[config.mk]
export PLATFORM = sky130hd
export DESIGN_NAME = clock_buffer_replacement_top_flat
export DESIGN_NICKNAME = d
export VERILOG_FILES = /design/src/design/cbr_pkg.sv /design/src/design/cbr_req_if.sv /design/src/design/cbr_rsp_if.sv /design/src/design/cbr_datapath.sv /design/src/design/cbr_controller.sv /design/src/design/clock_buffer_replacement_top.sv /design/src/flat_wrapper.sv
export VERILOG_INCLUDE_DIRS = /design/src /design/src/design
export SDC_FILE = /design/constraint.sdc
export NUM_CORES = 1
export LEC_CHECK = 0
export BUFFER_PORTS_ARGS = -buffer_cell sky130_fd_sc_hd__buf_2
export CORE_UTILIZATION = 25
export CTS_CLUSTER_DIAMETER = 30
export DETAILED_ROUTE_END_ITERATION = 10
export GPL_TIMING_DRIVEN = 0
export SLEW_MARGIN = 20
export SYNTH_ARGS = -nofsm -noshare
export SYNTH_HDL_FRONTEND = slang
export SYNTH_SLANG_ARGS = --single-unit
[constraint.sdc]
create_clock -name clock -period 8.95 [get_ports clock]
set_clock_uncertainty 0.05 [all_clocks]
set_input_delay 0.4475 -clock clock [delete_from_list [all_inputs] [get_ports clock]]
set_output_delay 0.4475 -clock clock [all_outputs]
set_load 0.05 [all_outputs]
[src/design/clock_buffer_replacement_top_macros.svh]
// Assertion macros used by the slot chooser datapath
`ifndef CLOCK_BUFFER_REPLACEMENT_TOP_MACROS_SVH
`define CLOCK_BUFFER_REPLACEMENT_TOP_MACROS_SVH

// check a property at every rising clock edge outside reset
`define CBR_ASSERT(name, prop) \
   name: assert property (@(posedge clock) disable iff (reset) prop) \
      else $error("cbr assertion failed");

// check that a condition holds in the cycle after a trigger
`define CBR_ASSERT_NEXT(name, ante, cons) \
   name: assert property (@(posedge clock) disable iff (reset) (ante) |=> (cons)) \
      else $error("cbr assertion failed");

`endif

[src/design/cbr_pkg.sv]
// Shared constants, codes and control types of the buffer slot chooser
package cbr_pkg;

   localparam int NUM_SLOTS_DEFAULT = 64;

   localparam int ACTION_W   = 2;
   localparam int SLOT_IN_W  = 6;
   localparam int SLOT_OUT_W = 6;

   localparam logic [ACTION_W-1:0] ACT_GET     = 2'd0;
   localparam logic [ACTION_W-1:0] ACT_RELEASE = 2'd1;
   localparam logic [ACTION_W-1:0] ACT_PIN     = 2'd2;

   typedef struct packed {
      logic init_write;
      logic idle;
      logic pop;
      logic sweep_step;
      logic load_rsp;
   } cbr_cmd_type;

   typedef struct packed {
      logic init_last;
      logic req_fire;
      logic req_get;
      logic stack_empty;
      logic victim;
      logic sweep_last;
      logic rsp_free;
   } cbr_stat_type;

endpackage

[src/design/cbr_req_if.sv]
// Request channel: action, slot and pin status with valid/ready
interface cbr_req_if;
   logic                           valid;
   logic                           ready;
   logic [cbr_pkg::ACTION_W-1:0]   action;
   logic [cbr_pkg::SLOT_IN_W-1:0]  slot_index;
   logic                           pinned;

   modport source (output valid, action, slot_index, pinned, input ready);
   modport sink (input valid, action, slot_index, pinned, output ready);
endinterface

[src/design/cbr_rsp_if.sv]
// Response channel: chosen slot, stack flag and status with valid/ready
interface cbr_rsp_if;
   logic                            valid;
   logic                            ready;
   logic [cbr_pkg::SLOT_OUT_W-1:0]  chosen_slot;
   logic                            from_free_stack;
   logic                            status;

   modport source (output valid, chosen_slot, from_free_stack, status, input ready);
   modport sink (input valid, chosen_slot, from_free_stack, status, output ready);
endinterface

[src/design/cbr_datapath.sv]
// Datapath: slot memories, free stack head, clock hand, sweep counter, output register
`include "clock_buffer_replacement_top_macros.svh"
module cbr_datapath #(
   parameter int NUM_SLOTS = cbr_pkg::NUM_SLOTS_DEFAULT
) (
   input  logic                 clock,
   input  logic                 reset,
   cbr_req_if.sink              req_bus,
   cbr_rsp_if.source            rsp_bus,
   input  cbr_pkg::cbr_cmd_type cmd,
   output cbr_pkg::cbr_stat_type stat
);

   localparam int SLOT_W = $clog2(NUM_SLOTS);
   localparam int PTR_W  = $clog2(NUM_SLOTS + 1);
   localparam int CNT_W  = $clog2(2 * NUM_SLOTS);
   localparam logic [PTR_W-1:0]  EMPTY     = PTR_W'(NUM_SLOTS);
   localparam logic [SLOT_W-1:0] LAST_SLOT = SLOT_W'(NUM_SLOTS - 1);
   localparam logic [CNT_W-1:0]  LAST_STEP = CNT_W'(2 * NUM_SLOTS - 1);

   logic [PTR_W-1:0]  link_mem [NUM_SLOTS];
   logic              ref_mem  [NUM_SLOTS];
   logic              pin_mem  [NUM_SLOTS];

   logic [PTR_W-1:0]  link_rd_ff;
   logic              ref_rd_ff;
   logic              pin_rd_ff;

   logic [PTR_W-1:0]  head_ff, head_in;
   logic [SLOT_W-1:0] hand_ff, hand_in;
   logic [CNT_W-1:0]  cnt_ff, cnt_in;
   logic [SLOT_W-1:0] init_ff, init_in;

   logic [cbr_pkg::SLOT_OUT_W-1:0] pend_slot_ff, pend_slot_in;
   logic                           pend_from_ff, pend_from_in;
   logic                           pend_status_ff, pend_status_in;

   logic                           rsp_valid_ff, rsp_valid_in;
   logic [cbr_pkg::SLOT_OUT_W-1:0] rsp_slot_ff, rsp_slot_in;
   logic                           rsp_from_ff, rsp_from_in;
   logic                           rsp_status_ff, rsp_status_in;

   logic              req_fire;
   logic              in_range;
   logic [SLOT_W-1:0] req_idx;
   logic [SLOT_W-1:0] hand_next;
   logic              victim;

   logic              link_we;
   logic [SLOT_W-1:0] link_wa;
   logic [PTR_W-1:0]  link_wd;
   logic              ref_we;
   logic [SLOT_W-1:0] ref_wa;
   logic              ref_wd;
   logic              pin_we;
   logic [SLOT_W-1:0] pin_wa;
   logic              pin_wd;

   assign req_bus.ready = cmd.idle;
   assign req_fire      = req_bus.valid && cmd.idle;
   assign in_range      = 32'(req_bus.slot_index) < 32'(NUM_SLOTS);
   assign req_idx       = SLOT_W'(req_bus.slot_index);
   assign hand_next     = (hand_ff == LAST_SLOT) ? '0 : hand_ff + 1'b1;
   assign victim        = !pin_rd_ff && !ref_rd_ff;

   assign stat.init_last   = (init_ff == LAST_SLOT);
   assign stat.req_fire    = req_fire;
   assign stat.req_get     = (req_bus.action == cbr_pkg::ACT_GET);
   assign stat.stack_empty = (head_ff == EMPTY);
   assign stat.victim      = victim;
   assign stat.sweep_last  = (cnt_ff == LAST_STEP);
   assign stat.rsp_free    = !rsp_valid_ff || rsp_bus.ready;

   assign rsp_bus.valid           = rsp_valid_ff;
   assign rsp_bus.chosen_slot     = rsp_slot_ff;
   assign rsp_bus.from_free_stack = rsp_from_ff;
   assign rsp_bus.status          = rsp_status_ff;

   always_comb begin
      link_we = 1'b0;
      link_wa = init_ff;
      link_wd = PTR_W'(init_ff) + 1'b1;
      ref_we  = 1'b0;
      ref_wa  = init_ff;
      ref_wd  = 1'b1;
      pin_we  = 1'b0;
      pin_wa  = init_ff;
      pin_wd  = 1'b0;
      if (cmd.init_write) begin
         link_we = 1'b1;
         ref_we  = 1'b1;
         pin_we  = 1'b1;
      end else if (req_fire && in_range && req_bus.action == cbr_pkg::ACT_RELEASE) begin
         link_we = 1'b1;
         link_wa = req_idx;
         link_wd = head_ff;
      end else if (req_fire && in_range && req_bus.action == cbr_pkg::ACT_PIN) begin
         pin_we = 1'b1;
         pin_wa = req_idx;
         pin_wd = req_bus.pinned;
      end else if (cmd.pop) begin
         link_we = 1'b1;
         link_wa = SLOT_W'(head_ff);
         link_wd = EMPTY;
      end else if (cmd.sweep_step && !pin_rd_ff) begin
         ref_we = 1'b1;
         ref_wa = hand_ff;
         ref_wd = !ref_rd_ff;
      end
   end

   always_ff @(posedge clock) begin
      if (link_we) begin
         link_mem[link_wa] <= link_wd;
      end
      if (ref_we) begin
         ref_mem[ref_wa] <= ref_wd;
      end
      if (pin_we) begin
         pin_mem[pin_wa] <= pin_wd;
      end
      link_rd_ff <= link_mem[SLOT_W'(head_ff)];
      ref_rd_ff  <= ref_mem[hand_ff];
      pin_rd_ff  <= pin_mem[hand_ff];
   end

   always_comb begin
      head_in        = head_ff;
      hand_in        = hand_ff;
      cnt_in         = cnt_ff;
      init_in        = init_ff;
      pend_slot_in   = pend_slot_ff;
      pend_from_in   = pend_from_ff;
      pend_status_in = pend_status_ff;
      if (cmd.init_write && !stat.init_last) begin
         init_in = init_ff + 1'b1;
      end
      if (req_fire) begin
         cnt_in         = '0;
         pend_slot_in   = '0;
         pend_from_in   = 1'b0;
         pend_status_in = 1'b0;
         if (in_range && req_bus.action == cbr_pkg::ACT_RELEASE) begin
            head_in = PTR_W'(req_idx);
         end
      end
      if (cmd.pop) begin
         head_in        = link_rd_ff;
         pend_slot_in   = cbr_pkg::SLOT_OUT_W'(head_ff);
         pend_from_in   = 1'b1;
         pend_status_in = 1'b0;
      end
      if (cmd.sweep_step) begin
         hand_in = hand_next;
         cnt_in  = cnt_ff + 1'b1;
         if (victim) begin
            pend_slot_in   = cbr_pkg::SLOT_OUT_W'(hand_ff);
            pend_from_in   = 1'b0;
            pend_status_in = 1'b0;
         end else if (stat.sweep_last) begin
            pend_slot_in   = '0;
            pend_from_in   = 1'b0;
            pend_status_in = 1'b1;
         end
      end
   end

   always_comb begin
      rsp_valid_in  = rsp_valid_ff && !rsp_bus.ready;
      rsp_slot_in   = rsp_slot_ff;
      rsp_from_in   = rsp_from_ff;
      rsp_status_in = rsp_status_ff;
      if (cmd.load_rsp) begin
         rsp_valid_in  = 1'b1;
         rsp_slot_in   = pend_slot_ff;
         rsp_from_in   = pend_from_ff;
         rsp_status_in = pend_status_ff;
      end
   end

   always_ff @(posedge clock) begin
      if (reset) begin
         head_ff      <= '0;
         hand_ff      <= '0;
         cnt_ff       <= '0;
         init_ff      <= '0;
         rsp_valid_ff <= 1'b0;
      end else begin
         head_ff      <= head_in;
         hand_ff      <= hand_in;
         cnt_ff       <= cnt_in;
         init_ff      <= init_in;
         rsp_valid_ff <= rsp_valid_in;
      end
   end

   always_ff @(posedge clock) begin
      pend_slot_ff   <= pend_slot_in;
      pend_from_ff   <= pend_from_in;
      pend_status_ff <= pend_status_in;
      rsp_slot_ff    <= rsp_slot_in;
      rsp_from_ff    <= rsp_from_in;
      rsp_status_ff  <= rsp_status_in;
   end

   `CBR_ASSERT(a_hand_range, PTR_W'(hand_ff) < EMPTY)
   `CBR_ASSERT(a_head_range, head_ff <= EMPTY)
   `CBR_ASSERT(a_fail_payload, rsp_valid_ff && rsp_status_ff |-> rsp_slot_ff == '0 && !rsp_from_ff)
   `CBR_ASSERT_NEXT(a_pop_head, cmd.pop, head_ff == $past(link_rd_ff) && pend_from_ff)

endmodule

[src/design/cbr_controller.sv]
// Controller: sequences clearing pass, request decode, stack pop, hand sweep and response load
module cbr_controller (
   input  logic                  clock,
   input  logic                  reset,
   input  cbr_pkg::cbr_stat_type stat,
   output cbr_pkg::cbr_cmd_type  cmd
);

   typedef enum logic [5:0] {
      ST_INIT     = 6'b000001,
      ST_IDLE     = 6'b000010,
      ST_POP      = 6'b000100,
      ST_SWEEP_RD = 6'b001000,
      ST_SWEEP_EV = 6'b010000,
      ST_FINISH   = 6'b100000
   } cbr_state_type;

   cbr_state_type state_ff, state_in;

   always_comb begin
      state_in       = state_ff;
      cmd.init_write = 1'b0;
      cmd.idle       = 1'b0;
      cmd.pop        = 1'b0;
      cmd.sweep_step = 1'b0;
      cmd.load_rsp   = 1'b0;
      case (state_ff)
         ST_INIT: begin
            cmd.init_write = 1'b1;
            if (stat.init_last) begin
               state_in = ST_IDLE;
            end
         end
         ST_IDLE: begin
            cmd.idle = 1'b1;
            if (stat.req_fire) begin
               if (!stat.req_get) begin
                  state_in = ST_FINISH;
               end else if (stat.stack_empty) begin
                  state_in = ST_SWEEP_RD;
               end else begin
                  state_in = ST_POP;
               end
            end
         end
         ST_POP: begin
            cmd.pop  = 1'b1;
            state_in = ST_FINISH;
         end
         ST_SWEEP_RD: begin
            state_in = ST_SWEEP_EV;
         end
         ST_SWEEP_EV: begin
            cmd.sweep_step = 1'b1;
            if (stat.victim || stat.sweep_last) begin
               state_in = ST_FINISH;
            end else begin
               state_in = ST_SWEEP_RD;
            end
         end
         ST_FINISH: begin
            if (stat.rsp_free) begin
               cmd.load_rsp = 1'b1;
               state_in     = ST_IDLE;
            end
         end
         default: begin
            state_in = ST_INIT;
         end
      endcase
   end

   always_ff @(posedge clock) begin
      if (reset) begin
         state_ff <= ST_INIT;
      end else begin
         state_ff <= state_in;
      end
   end

endmodule

[src/design/clock_buffer_replacement_top.sv]
// Top level of the clock (second chance) buffer slot chooser
// Usage:
//   req_bus carries one item per request: action (get, release, pin),
//   slot_index and pinned. rsp_bus returns exactly one item per request,
//   in request order: chosen_slot, from_free_stack and status.
//   A get pops the free stack when it holds a slot; otherwise the clock
//   hand examines the slots one at a time (memory read, then update).
// Paths from accept to response valid:
//   release, pin or unknown action go straight to the finish state; a get
//   pops the free stack or sweeps the clock hand, and the sweep gives up
//   with status 1 when every slot is pinned.
// Throughput: one item at a time; a new item is taken once the previous
//   one has reached the output register, so a waiting response does not
//   block the next request.
// Reset: synchronous; afterwards a clearing pass over all NUM_SLOTS slots fills
//   the link, reference and pin memories, with req_bus.ready low.
// Stall: a response held by rsp_bus.ready low keeps its payload; the next
//   finished item waits in the controller until the register frees.
module clock_buffer_replacement_top #(
   parameter int NUM_SLOTS = cbr_pkg::NUM_SLOTS_DEFAULT
) (
   input  logic        clock,
   input  logic        reset,
   cbr_req_if.sink     req_bus,
   cbr_rsp_if.source   rsp_bus
);

   cbr_pkg::cbr_cmd_type  cmd;
   cbr_pkg::cbr_stat_type stat;

   cbr_controller u_ctrl (
      .clock (clock),
      .reset (reset),
      .stat  (stat),
      .cmd   (cmd)
   );

   cbr_datapath #(
      .NUM_SLOTS (NUM_SLOTS)
   ) u_dp (
      .clock   (clock),
      .reset   (reset),
      .req_bus (req_bus),
      .rsp_bus (rsp_bus),
      .cmd     (cmd),
      .stat    (stat)
   );

endmodule

[src/flat_wrapper.sv]
// flat-port wrapper written by rule: the top's interface ports become plain ports
module clock_buffer_replacement_top_flat 
#(
   parameter int NUM_SLOTS = cbr_pkg::NUM_SLOTS_DEFAULT
)
  (clock, reset, req_bus_valid, req_bus_action, req_bus_slot_index, req_bus_pinned, req_bus_ready, rsp_bus_valid, rsp_bus_chosen_slot, rsp_bus_from_free_stack, rsp_bus_status, rsp_bus_ready);
  cbr_req_if req_bus_i ();
  cbr_rsp_if rsp_bus_i ();
  input  logic clock;
  input  logic reset;
  input wire logic [$bits(req_bus_i.valid)-1:0] req_bus_valid;
  input wire logic [$bits(req_bus_i.action)-1:0] req_bus_action;
  input wire logic [$bits(req_bus_i.slot_index)-1:0] req_bus_slot_index;
  input wire logic [$bits(req_bus_i.pinned)-1:0] req_bus_pinned;
  output wire logic [$bits(req_bus_i.ready)-1:0] req_bus_ready;
  output wire logic [$bits(rsp_bus_i.valid)-1:0] rsp_bus_valid;
  output wire logic [$bits(rsp_bus_i.chosen_slot)-1:0] rsp_bus_chosen_slot;
  output wire logic [$bits(rsp_bus_i.from_free_stack)-1:0] rsp_bus_from_free_stack;
  output wire logic [$bits(rsp_bus_i.status)-1:0] rsp_bus_status;
  input wire logic [$bits(rsp_bus_i.ready)-1:0] rsp_bus_ready;
  assign req_bus_i.valid = req_bus_valid;
  assign req_bus_i.action = req_bus_action;
  assign req_bus_i.slot_index = req_bus_slot_index;
  assign req_bus_i.pinned = req_bus_pinned;
  assign req_bus_ready = req_bus_i.ready;
  assign rsp_bus_valid = rsp_bus_i.valid;
  assign rsp_bus_chosen_slot = rsp_bus_i.chosen_slot;
  assign rsp_bus_from_free_stack = rsp_bus_i.from_free_stack;
  assign rsp_bus_status = rsp_bus_i.status;
  assign rsp_bus_i.ready = rsp_bus_ready;
  clock_buffer_replacement_top #(.NUM_SLOTS(NUM_SLOTS)) u_core (.clock(clock), .reset(reset), .req_bus(req_bus_i), .rsp_bus(rsp_bus_i));
endmodule
Word-level counts from Yosys, hierarchy flattened
Memory sizes are Yosys's and may differ from the RTL's. A register that Yosys moved wholly into a read port is not among the register bits. Cells that the tools add are included.

Bits of input ports: 13. Output and inout bits: 10. Bits in read-only memories: 0. Flip-flop bits (word level): 49. Memories kept: 3. Memory bits (writable): 576. Latch bits: 0.

Bitwise logic cells: 0. Magnitude comparators: 0. Mux-type cells: 77. Reduce and logical (&&, ||, !) cells: 20. Div/mod/pow operators: 0. $add $sub $neg: 4. Multipliers: 0. Equality and inequality tests: 15. Shift operators: 0.

Memory list: u_core.u_dp.link_mem (words 64, bits a word 7, rd ports 1, clocked after Yosys merged registers in 1, write ports 1, RTL line cbr_datapath.sv:21) `logic [PTR_W-1:0] link_mem [NUM_SLOTS];`; u_core.u_dp.pin_mem (words 64, bits a word 1, rd ports 1, clocked after Yosys merged registers in 1, write ports 1, RTL line cbr_datapath.sv:23) `logic pin_mem [NUM_SLOTS];`; u_core.u_dp.ref_mem (words 64, bits a word 1, rd ports 1, clocked after Yosys merged registers in 1, write ports 1, RTL line cbr_datapath.sv:22) `logic ref_mem [NUM_SLOTS];`.

Operators by type and width (count): $mux W6 (23); $mux W7 (9); $mux W1 (43); $pmux W6 S6 (1); $eq A6 B6 Y1 const B (3); $eq A7 B7 Y1 const B (2); $add A6 B1 Y6 const B (2); $add A6 B1 Y7 const B (1); $add A7 B1 Y7 const B (1); $logic_and A1 B1 Y1 (7); $eq A6 B1 Y1 const B (1); $eq A6 B2 Y1 const B (1); $eq A6 B3 Y1 const B (1); $eq A6 B4 Y1 const B (1); $eq A6 B5 Y1 const B (1); $reduce_bool A2 Y1 (3); $logic_not A1 Y1 (5); $mux W4 (1); $ne A2 B2 Y1 const B (2); $reduce_and A3 Y1 (1); $eq A2 B1 Y1 const B (1); $eq A2 B2 Y1 const B (1); $logic_not A2 Y1 (1); $logic_or A1 B1 Y1 (2); 2 further kinds (2).

Logic depth before layout (Yosys ltp)
Gate-level depths: netlist of the first run.

Word-level depth: 10. Gate-level depth with buffers: 9. Depth with buffers taken out: 6.

By module
A second synthesis of the first run with hierarchy kept.

Cells, all modules: 1580. Area total of the unflattened synthesis: 26651.8 um^2.

Modules (own cells, without submodules): cbr_datapath (seq. area each 18417.7 um^2, cells each 1535, instances 1, area each 26268.9 um^2); cbr_controller (seq. area each 120.1 um^2, cells each 45, instances 1, area each 382.9 um^2).

Worst setup path after synthesis of the first run
Ideal clock, no wire load.

Kind: register -> register. Start point: register u_core.u_ctrl.state_ff[2]. End point: memory u_core.u_dp.link_mem[0][2] in the netlist's numbering (data pin). Arrival: 3.802 ns. Slack: 4.396 ns. Path buffers: 1. Data required time: 8.198 ns. Clock period less this slack: 4.554 ns. Stages on the path, launching flop included: 5. Cell sequence: dfxtp_1 -> nor4b_4 -> nand4_2 -> clkbuf_1 -> o21ai_0.

Longest elaborated chain between the ends: 7. Elaborated cells between the ends (all ways): 13. Classes of those cells: 3 x eq/ne; 7 x mux; 3 x reduce/logical.

RTL lines: from (decl) (RTL line cbr_controller.sv:18) `cbr_state_type state_ff, state_in;`; from (signal assigned) (RTL line cbr_controller.sv:77) `state_ff <= state_in;`; $eq A6 B2 Y1 (RTL line cbr_controller.sv:27) `case (state_ff)`; $mux W1 (RTL line cbr_controller.sv:27); $logic_and A1 B1 Y1 (RTL line cbr_datapath.sv:60) `assign req_fire = req_bus.valid && cmd.idle;`; $logic_and A1 B1 Y1 (RTL line cbr_datapath.sv:97) `end else if (req_fire && in_range && req_bus.action == cbr_pkg::ACT_PIN) begin`; $mux W7 (RTL line cbr_datapath.sv:97); $mux W7 (RTL line cbr_datapath.sv:93) `end else if (req_fire && in_range && req_bus.action == cbr_pkg::ACT_RELEASE) begin`; $mux W7 * (RTL line cbr_datapath.sv:89) `if (cmd.init_write) begin`; via u_core.u_dp.link_wd[2] (RTL line cbr_datapath.sv:51) `logic [PTR_W-1:0] link_wd;`; to (decl) (RTL line cbr_datapath.sv:21).

Mark *: on every way through the listed nets, which the timed path passes. The rest lies on a longest branch.

Worst setup path after layout of the first run
Start point: register u_core.u_dp.head_ff[0]. End point: memory u_core.u_dp.link_mem[51][1] in the netlist's numbering (enable).

Longest elaborated chain between the ends: 4.

RTL lines: from (decl) (RTL line cbr_datapath.sv:29) `logic [PTR_W-1:0] head_ff, head_in;`; from (signal assigned) (RTL line cbr_datapath.sv:189) `head_ff <= head_in;`; $mux W6 (RTL line cbr_datapath.sv:101) `end else if (cmd.pop) begin`; $mux W6 (RTL line cbr_datapath.sv:97); $mux W6 (RTL line cbr_datapath.sv:93); $mux W6 (RTL line cbr_datapath.sv:89).

Every way passes these cells.

==> results of run 1 <==
==> synthesized netlist by cell type (5+ instances only) <==
library cell | instances | share of area (%)
a21boi_0 | 5 | 0.14
a21oi_1 | 27 | 0.51
a22oi_1 | 10 | 0.28
a31oi_1 | 8 | 0.19
and3_1 | 11 | 0.26
buf_1 | 7 | 0.10
buf_2 | 30 | 0.57
buf_4 | 8 | 0.23
clkbuf_1 | 44 | 0.63
dfxtp_1 | 50 | 3.8
edfxtp_1 | 584 | 66
inv_1 | 12 | 0.17
mux2_2 | 9 | 0.38
mux2i_1 | 54 | 2.0
mux4_2 | 150 | 13
nand2_1 | 102 | 1.5
nand2b_1 | 9 | 0.21
nand3_1 | 35 | 0.66
nand4_1 | 12 | 0.28
nor2_1 | 168 | 2.4
nor2b_1 | 10 | 0.24
nor3_1 | 77 | 1.5
nor4_1 | 19 | 0.45
o211ai_1 | 8 | 0.23
o21ai_0 | 19 | 0.36
o221ai_1 | 6 | 0.20
o22ai_1 | 12 | 0.28
xnor2_1 | 8 | 0.27
xor2_1 | 5 | 0.17
==> per-layer routing <==
layer / share of wire (%) / wire length [µm]
met5: 0.019 / 13
met4: 3.2 / 2220
met3: 8.7 / 6090
met2: 48 / 33400
met1: 40 / 27900
==> logic make-up after synthesis <==
group | share of synthesized area, %
adder cells (fa/ha/maj) | 0.142
AO/OA/AOI/OAI | 3.81
multiplexers | 15.2
buffers and inverters | 1.75
AND/OR/NAND/NOR | 8.33
flip-flops | 70.3
XOR/XNOR | 0.432
==> power by group through the flow <==
stage	logic (mW)	registers, mW	clock network (mW)
final	0.526	3.42	4.23
after global routing	0.555	3.42	4.41
after CTS	0.514	3.42	4.27
after detailed placement	0.511	3.47	0
after global placement	0.444	3.49	0
after floorplan	0.267	3.47	0
==> state kept, by name, indices dropped and copies added, names as in the netlist <==
signal,cells
u_core.u_dp.link_mem,448
u_core.u_dp.pin_mem,64
u_core.u_dp.ref_mem,64
u_core.u_dp.cnt_ff,7
u_core.u_dp.head_ff,7
u_core.u_dp.link_rd_ff,7
u_core.u_ctrl.state_ff,6
u_core.u_dp.hand_ff,6
u_core.u_dp.init_ff,6
u_core.u_dp.pend_slot_ff,6
u_core.u_dp.rsp_bus.chosen_slot,6
u_core.u_dp.pend_from_ff,1
u_core.u_dp.pend_status_ff,1
u_core.u_dp.pin_rd_ff,1
u_core.u_dp.ref_rd_ff,1
u_core.u_dp.rsp_bus.from_free_stack,1
u_core.u_dp.rsp_bus.status,1
u_core.u_dp.rsp_bus.valid,1
==> per-stage QoR <==
stage	area [µm²]	total power [mW]	setup slack, ns	cells	utilization [%]
after floorplan	26400	3.73	4.40	1579	-
after global placement	28200	3.93	1.28	2979	27.1
after detailed placement	28900	3.98	4.87	3008	27.8
after CTS	32700	8.20	4.87	3219	31.5
after global routing	32800	8.38	4.87	3219	31.5
final	32800	8.17	5.06	3219	31.5
==> worst register-to-register path, cell delays in order, from the launching register on <==
cell       delay [ns]
dfxtp_1          0.37
buf_4            0.26
buf_4            0.29
buf_4            0.33
buf_4            0.31
a2bb2oi_1        0.29
o211ai_1         0.39
buf_2            0.40
nor3_1           0.85
==> worst max path at each step <==
stage                                    from                           to  slack (ns)  cells after the start
global placement       u_core.u_dp.head_ff[2]  u_core.u_dp.link_mem[17][2]        1.28                      5
CTS                    u_core.u_dp.head_ff[0]  u_core.u_dp.link_mem[59][3]        4.87                      8
finish                 u_core.u_dp.head_ff[0]  u_core.u_dp.link_mem[51][1]        5.06                      8
floorplan           u_core.u_ctrl.state_ff[2]   u_core.u_dp.link_mem[0][2]        4.40                      4
detailed placement     u_core.u_dp.head_ff[0]  u_core.u_dp.link_mem[59][3]        4.87                      8
global route           u_core.u_dp.head_ff[0]  u_core.u_dp.link_mem[51][3]        4.87                      8
==> layout make-up <==
cell class	count	area [µm²]
buffer	90	414
clock buffer	129	2870
sequential	634	18500
multi-input combinational	842	7760
timing repair buffer	49	483
tap	1380	1730
fill	10000	71300
inverter	13	48.8
clock inverter	82	967
==> impl_metrics.toml, run 1 <==
[placed_design]
place.gp.congestion = 0.902
hpwlAfterDp_um = 46600
port_buffers = 20

[global_routing]
busiest_layer = "met2"
grt_pass1_vias = 16100
met1_usage_pct = 16.6
grt_start_max_net_pins = 65
grt_pass1_wl_um = 104000
grt_usage_pct = 13.0
gr-usage-met3_pct = 3.26
grt_overflow = 0
antenna_found_initial = 1
grt_util_met2_pct = 21.0

[synthesis]
ys_seq_elements = 634
seq_area_frac_synth_pct = 70.3
synthFlopType = "edfxtp_1"
syn_nets = 1595
syn_avg_cell_area_um2 = 16.7
synth_edf_count = 584
yosysWarnings = 0
yosysUniqueCellTypes = 72
synth_cells = 1579
syn-cell-area_um2 = 26400
async_reset_ff_share_pct = 0

[cells_and_area]
layout_common_cells = "edfxtp_1, nor2_1, mux4_2, clkbuf_16, nand2_1"
n_antenna_cell = 0
fin_nets = 1758
areaGrowthSynthToFinish_pct = 24.4
drive_gt1_share_pct = 27.9
final_common_cell = "edfxtp_1"

[critical_path]
critPathArrivalTime_ns = 4.14
path_class = "flip-flop to flip-flop"
worst_ep_required_time_ns = 9.20
slowest_stage = "nor3_1"
cpPeakStageDelay_ns = 0.84
cp_top_family = "buffers and inverters"
crit_fanout = 10
rr_startpoint = "u_core.u_dp.head_ff[0]"
critical_path.cell_chain = "buf_4, buf_4, buf_4, buf_4, a2bb2oi_1, o211ai_1, buf_2, nor3_1"
r2r_slack_ns = 5.06
crit_path_frequent_cell = "buf_4"
worstReg2RegEnd = "u_core.u_dp.link_mem[51][1]"
crit_buf_inv = 5
reg2regPathDepth = 8
end_kind = "flip-flop"
start_kind = "flip-flop"

[floorplan]
dieWidth_um = 327
die_area_um2 = 107000
row_count = 118
ios = 23
die_h_um = 327
start_util_pct = 25.3
core_um2 = 104000

[clock_tree]
numCtsBuffers = 112
hold_buffers = 0
cts_resized = 0
root_buffer = "clkbuf_16"
h-tree-depth = 3
clk_pin_slew_ns = 0.05
post_cts_buffers = 0
cts_num_sinks = 634
clk_path_buf_depth = 3
clk_latency_ns = 0.68
cts_tree = "done"

[sta]
relSlewSlack_pct = 17.8
finalHoldViolCount = 0
setup_viol_count_final = 0
hold_ws_ns = 0.0834
tns_ns = 0
fmax_mhz = 257
rsz0062_at_grt = "no"
report.final.slew_viol_count = 0
tightest_slew_ns = 1.22
fin_crit_sh_pct = 43.5
finalCriticalPeriod_ns = 3.89

[pwr]
power.share.switching_pct = 23.7
vdd_ir_drop_max_uv = 181
power_frac_clock_pct = 51.8
power_switching_mw = 1.94
p_leak_nw = 10.5
seqPwrFrac_pct = 41.8
combinationalPowerShare_pct = 6.4
p_per_area_nw_per_um2 = 249
internal_power_mw = 6.23

[routing]
wl_per_cell_um = 21.6
viasPerCell = 4.87
detailedRoute.firstPassIterationCount = 6
drtIter0Drc = 1927
num_vias = 15700
wirelength_um = 69700
drcViolationCount = 0
final_antenna_net_count = 0

[job]
max_cap_viol_count = 0

[hold_path]
min_from = "rsp_bus_ready"
min_path_type = "input port to flip-flop"
holdPathStages = 4
min_to = "u_core.u_ctrl.state_ff[5]"

[outcome]
status = "finished, final reports clean"
Note: power is estimated with default switching activity, not from simulation.
==> inputs of run 2 (changes only) <==
==> constraint.sdc (replaced) <==
create_clock -name clock -period 3.9 [get_ports clock]
set_clock_uncertainty 0.05 [all_clocks]
set_input_delay 0.195 -clock clock [delete_from_list [all_inputs] [get_ports clock]]
set_output_delay 0.195 -clock clock [all_outputs]
set_load 0.05 [all_outputs]
==> run 2 against run 1 <==
Net effect: die area stayed put; clock power is 140% higher; sequential cell count stayed put; combinational power is 130% higher; critical endpoint is now u_core.u_dp.link_mem[19][6]; highest routed layer unchanged.
==> impl_metrics.toml, run 2 (synthesis results as in run 1) <==
[outcome]
status = "finished, final reports clean"

[placed_design]
port_buffers = 20
place.gp.congestion = 0.915
dp_cells = 3009
hpwlAfterDp_um = 46700

[pwr]
p_total_mw = 19.1
p_per_area_nw_per_um2 = 577
vdd_ir_drop_max_uv = 414
p_leak_nw = 10.6

[critical_path]
slowest_stage = "nor3_2"
crit_path_frequent_cell = "buf_4"
worst_ep_required_time_ns = 4.13
end_kind = "flip-flop"
critical_path.cell_chain = "buf_4, buf_4, buf_4, buf_4, a2bb2oi_1, o211ai_1, buf_2, nor3_2"
path_class = "flip-flop to flip-flop"
critPathArrivalTime_ns = 4.12
cpPeakStageDelay_ns = 0.70
start_kind = "flip-flop"
crit_fanout = 10

[routing]
final_antenna_net_count = 0
viasPerCell = 4.89
drtIter0Drc = 1774
wl_per_cell_um = 21.8
detailedRoute.firstPassIterationCount = 8
drcViolationCount = 0
num_vias = 15800
wirelength_um = 70400

[sta]
report.final.slew_viol_count = 0
setup_viol_count_final = 0
fmax_mhz = 257
finalHoldViolCount = 0
tightest_slew_ns = 1.19
rsz0062_at_grt = "yes"
finalCriticalPeriod_ns = 3.89
fin_crit_sh_pct = 99.8
relSlewSlack_pct = 20.5

[clock_tree]
root_buffer = "clkbuf_16"
numCtsBuffers = 113
clk_pin_slew_ns = 0.05
h-tree-depth = 3
clk_path_buf_depth = 3
cts_tree = "done"
clk_latency_ns = 0.68
cts_num_sinks = 634

[floorplan]
die_area_um2 = 107000
die_h_um = 327
row_count = 118
ios = 23
core_um2 = 104000
start_util_pct = 25.3
dieWidth_um = 327

[global_routing]
grt_overflow = 0
gr-usage-met3_pct = 3.21
met1_usage_pct = 17.0
grt_util_met2_pct = 21.4
busiest_layer = "met2"
grt_usage_pct = 13.1
antenna_found_initial = 2
grt_start_max_net_pins = 65
grt_pass1_wl_um = 105000
grt_pass1_vias = 16200

[cells_and_area]
n_antenna_cell = 0
final_cells = 3232
final_common_cell = "edfxtp_1"
areaGrowthSynthToFinish_pct = 25.3
fin_nets = 1770
drive_gt1_share_pct = 28.9
reg_top3 = "u_core.u_dp.link_mem (448), u_core.u_dp.pin_mem (64), u_core.u_dp.ref_mem (64)"
layout_common_cells = "edfxtp_1, nor2_1, mux4_2, clkbuf_16, nand2_1"
multi_input_area_um2 = 7790
fin_util_pct = 31.8
register_area_um2 = 18500
fill_cells = 10000
top_register = "u_core.u_dp.link_mem"
largest_reg_flops = 448

[hold_path]
min_path_type = "input port to flip-flop"

[job]
max_cap_viol_count = 0
-- run 2: cell count changes in the layout (fill, tap and decap cells not counted), sizes merged --
cell	change
dlygate4sd3	+10
clkbuf	-6
clkinvlp	+12
inv	+18
buf	+1
clkinv	-22
-- run 2: repair_timing --
item | in CTS | in global routing
resized for setup | 11 | 6
buffers inserted | 0 | 0
setup endpoints to repair | 70 | 148
hold endpoints to repair | 9 | 0
hold buffers | 10 | 0
-- run 2: area by class of cell --
class | count | share of cell area [%]
Sequential cell | 634 | 56.1
Buffer | 90 | 1.26
Clock buffer | 123 | 8.73
Inverter | 13 | 0.148
Clock inverter | 90 | 3.20
Timing Repair Buffer | 60 | 1.77
Multi-Input combinational cell | 842 | 23.6
Tap cell | 1380 | 5.22
-- run 2: worst max-delay path: cells and delay by family (launching register included) --
| kind | cells | cell delay [ns] |
|---|---|---|
| AO/OA/AOI/OAI | 2 | 0.69 |
| buffers and inverters | 5 | 1.66 |
| AND/OR/NAND/NOR | 1 | 0.70 |
| flip-flops | 1 | 0.39 |
-- run 2: path summary, 6_finish.rpt --
kind                                                            end  cells past startpoint                     start  slack (ns)
worst max register to register          u_core.u_dp.link_mem[19][6]                      8    u_core.u_dp.head_ff[0]       0.007
worst max-delay path                    u_core.u_dp.link_mem[19][6]                      8    u_core.u_dp.head_ff[0]       0.007
worst min-delay path                         u_core.u_dp.head_ff[0]                      3     req_bus_slot_index[0]        0.05
worst min register to register  u_core.u_dp.rsp_bus.from_free_stack                      0  u_core.u_dp.pend_from_ff        0.39
-- run 2: stage by stage --
step                      setup TNS (ns)  cell area [µm²]  hold WS [ns]  setup WS [ns]
after detailed placement           -4.96            28900         0.375         -0.228
after floorplan                  -125.49            26400         0.304         -0.654
after global routing               -8.75            33100        0.0174         -0.134
after CTS                              0            33000       0.00673         0.0145
final                                  0            33100        0.0470        0.00748
after global placement           -899.58            28200         0.368          -3.92
-- run 2: per-layer routing --
metal / share of wire [%] / up-vias
li1: - / 6743
met1: 40 / 8119
met2: 48 / 807
met3: 9.1 / 144
met4: 2.6 / 2
met5: 0.018 / -
-- run 2: power by group --
| part | internal (mW) | total (mW) | switching (mW) |
|---|---|---|---|
| Sequential | 7.77 | 7.83 | 0.0623 |
| Combinational | 0.293 | 1.23 | 0.934 |
| Clock | 6.38 | 9.99 | 3.61 |
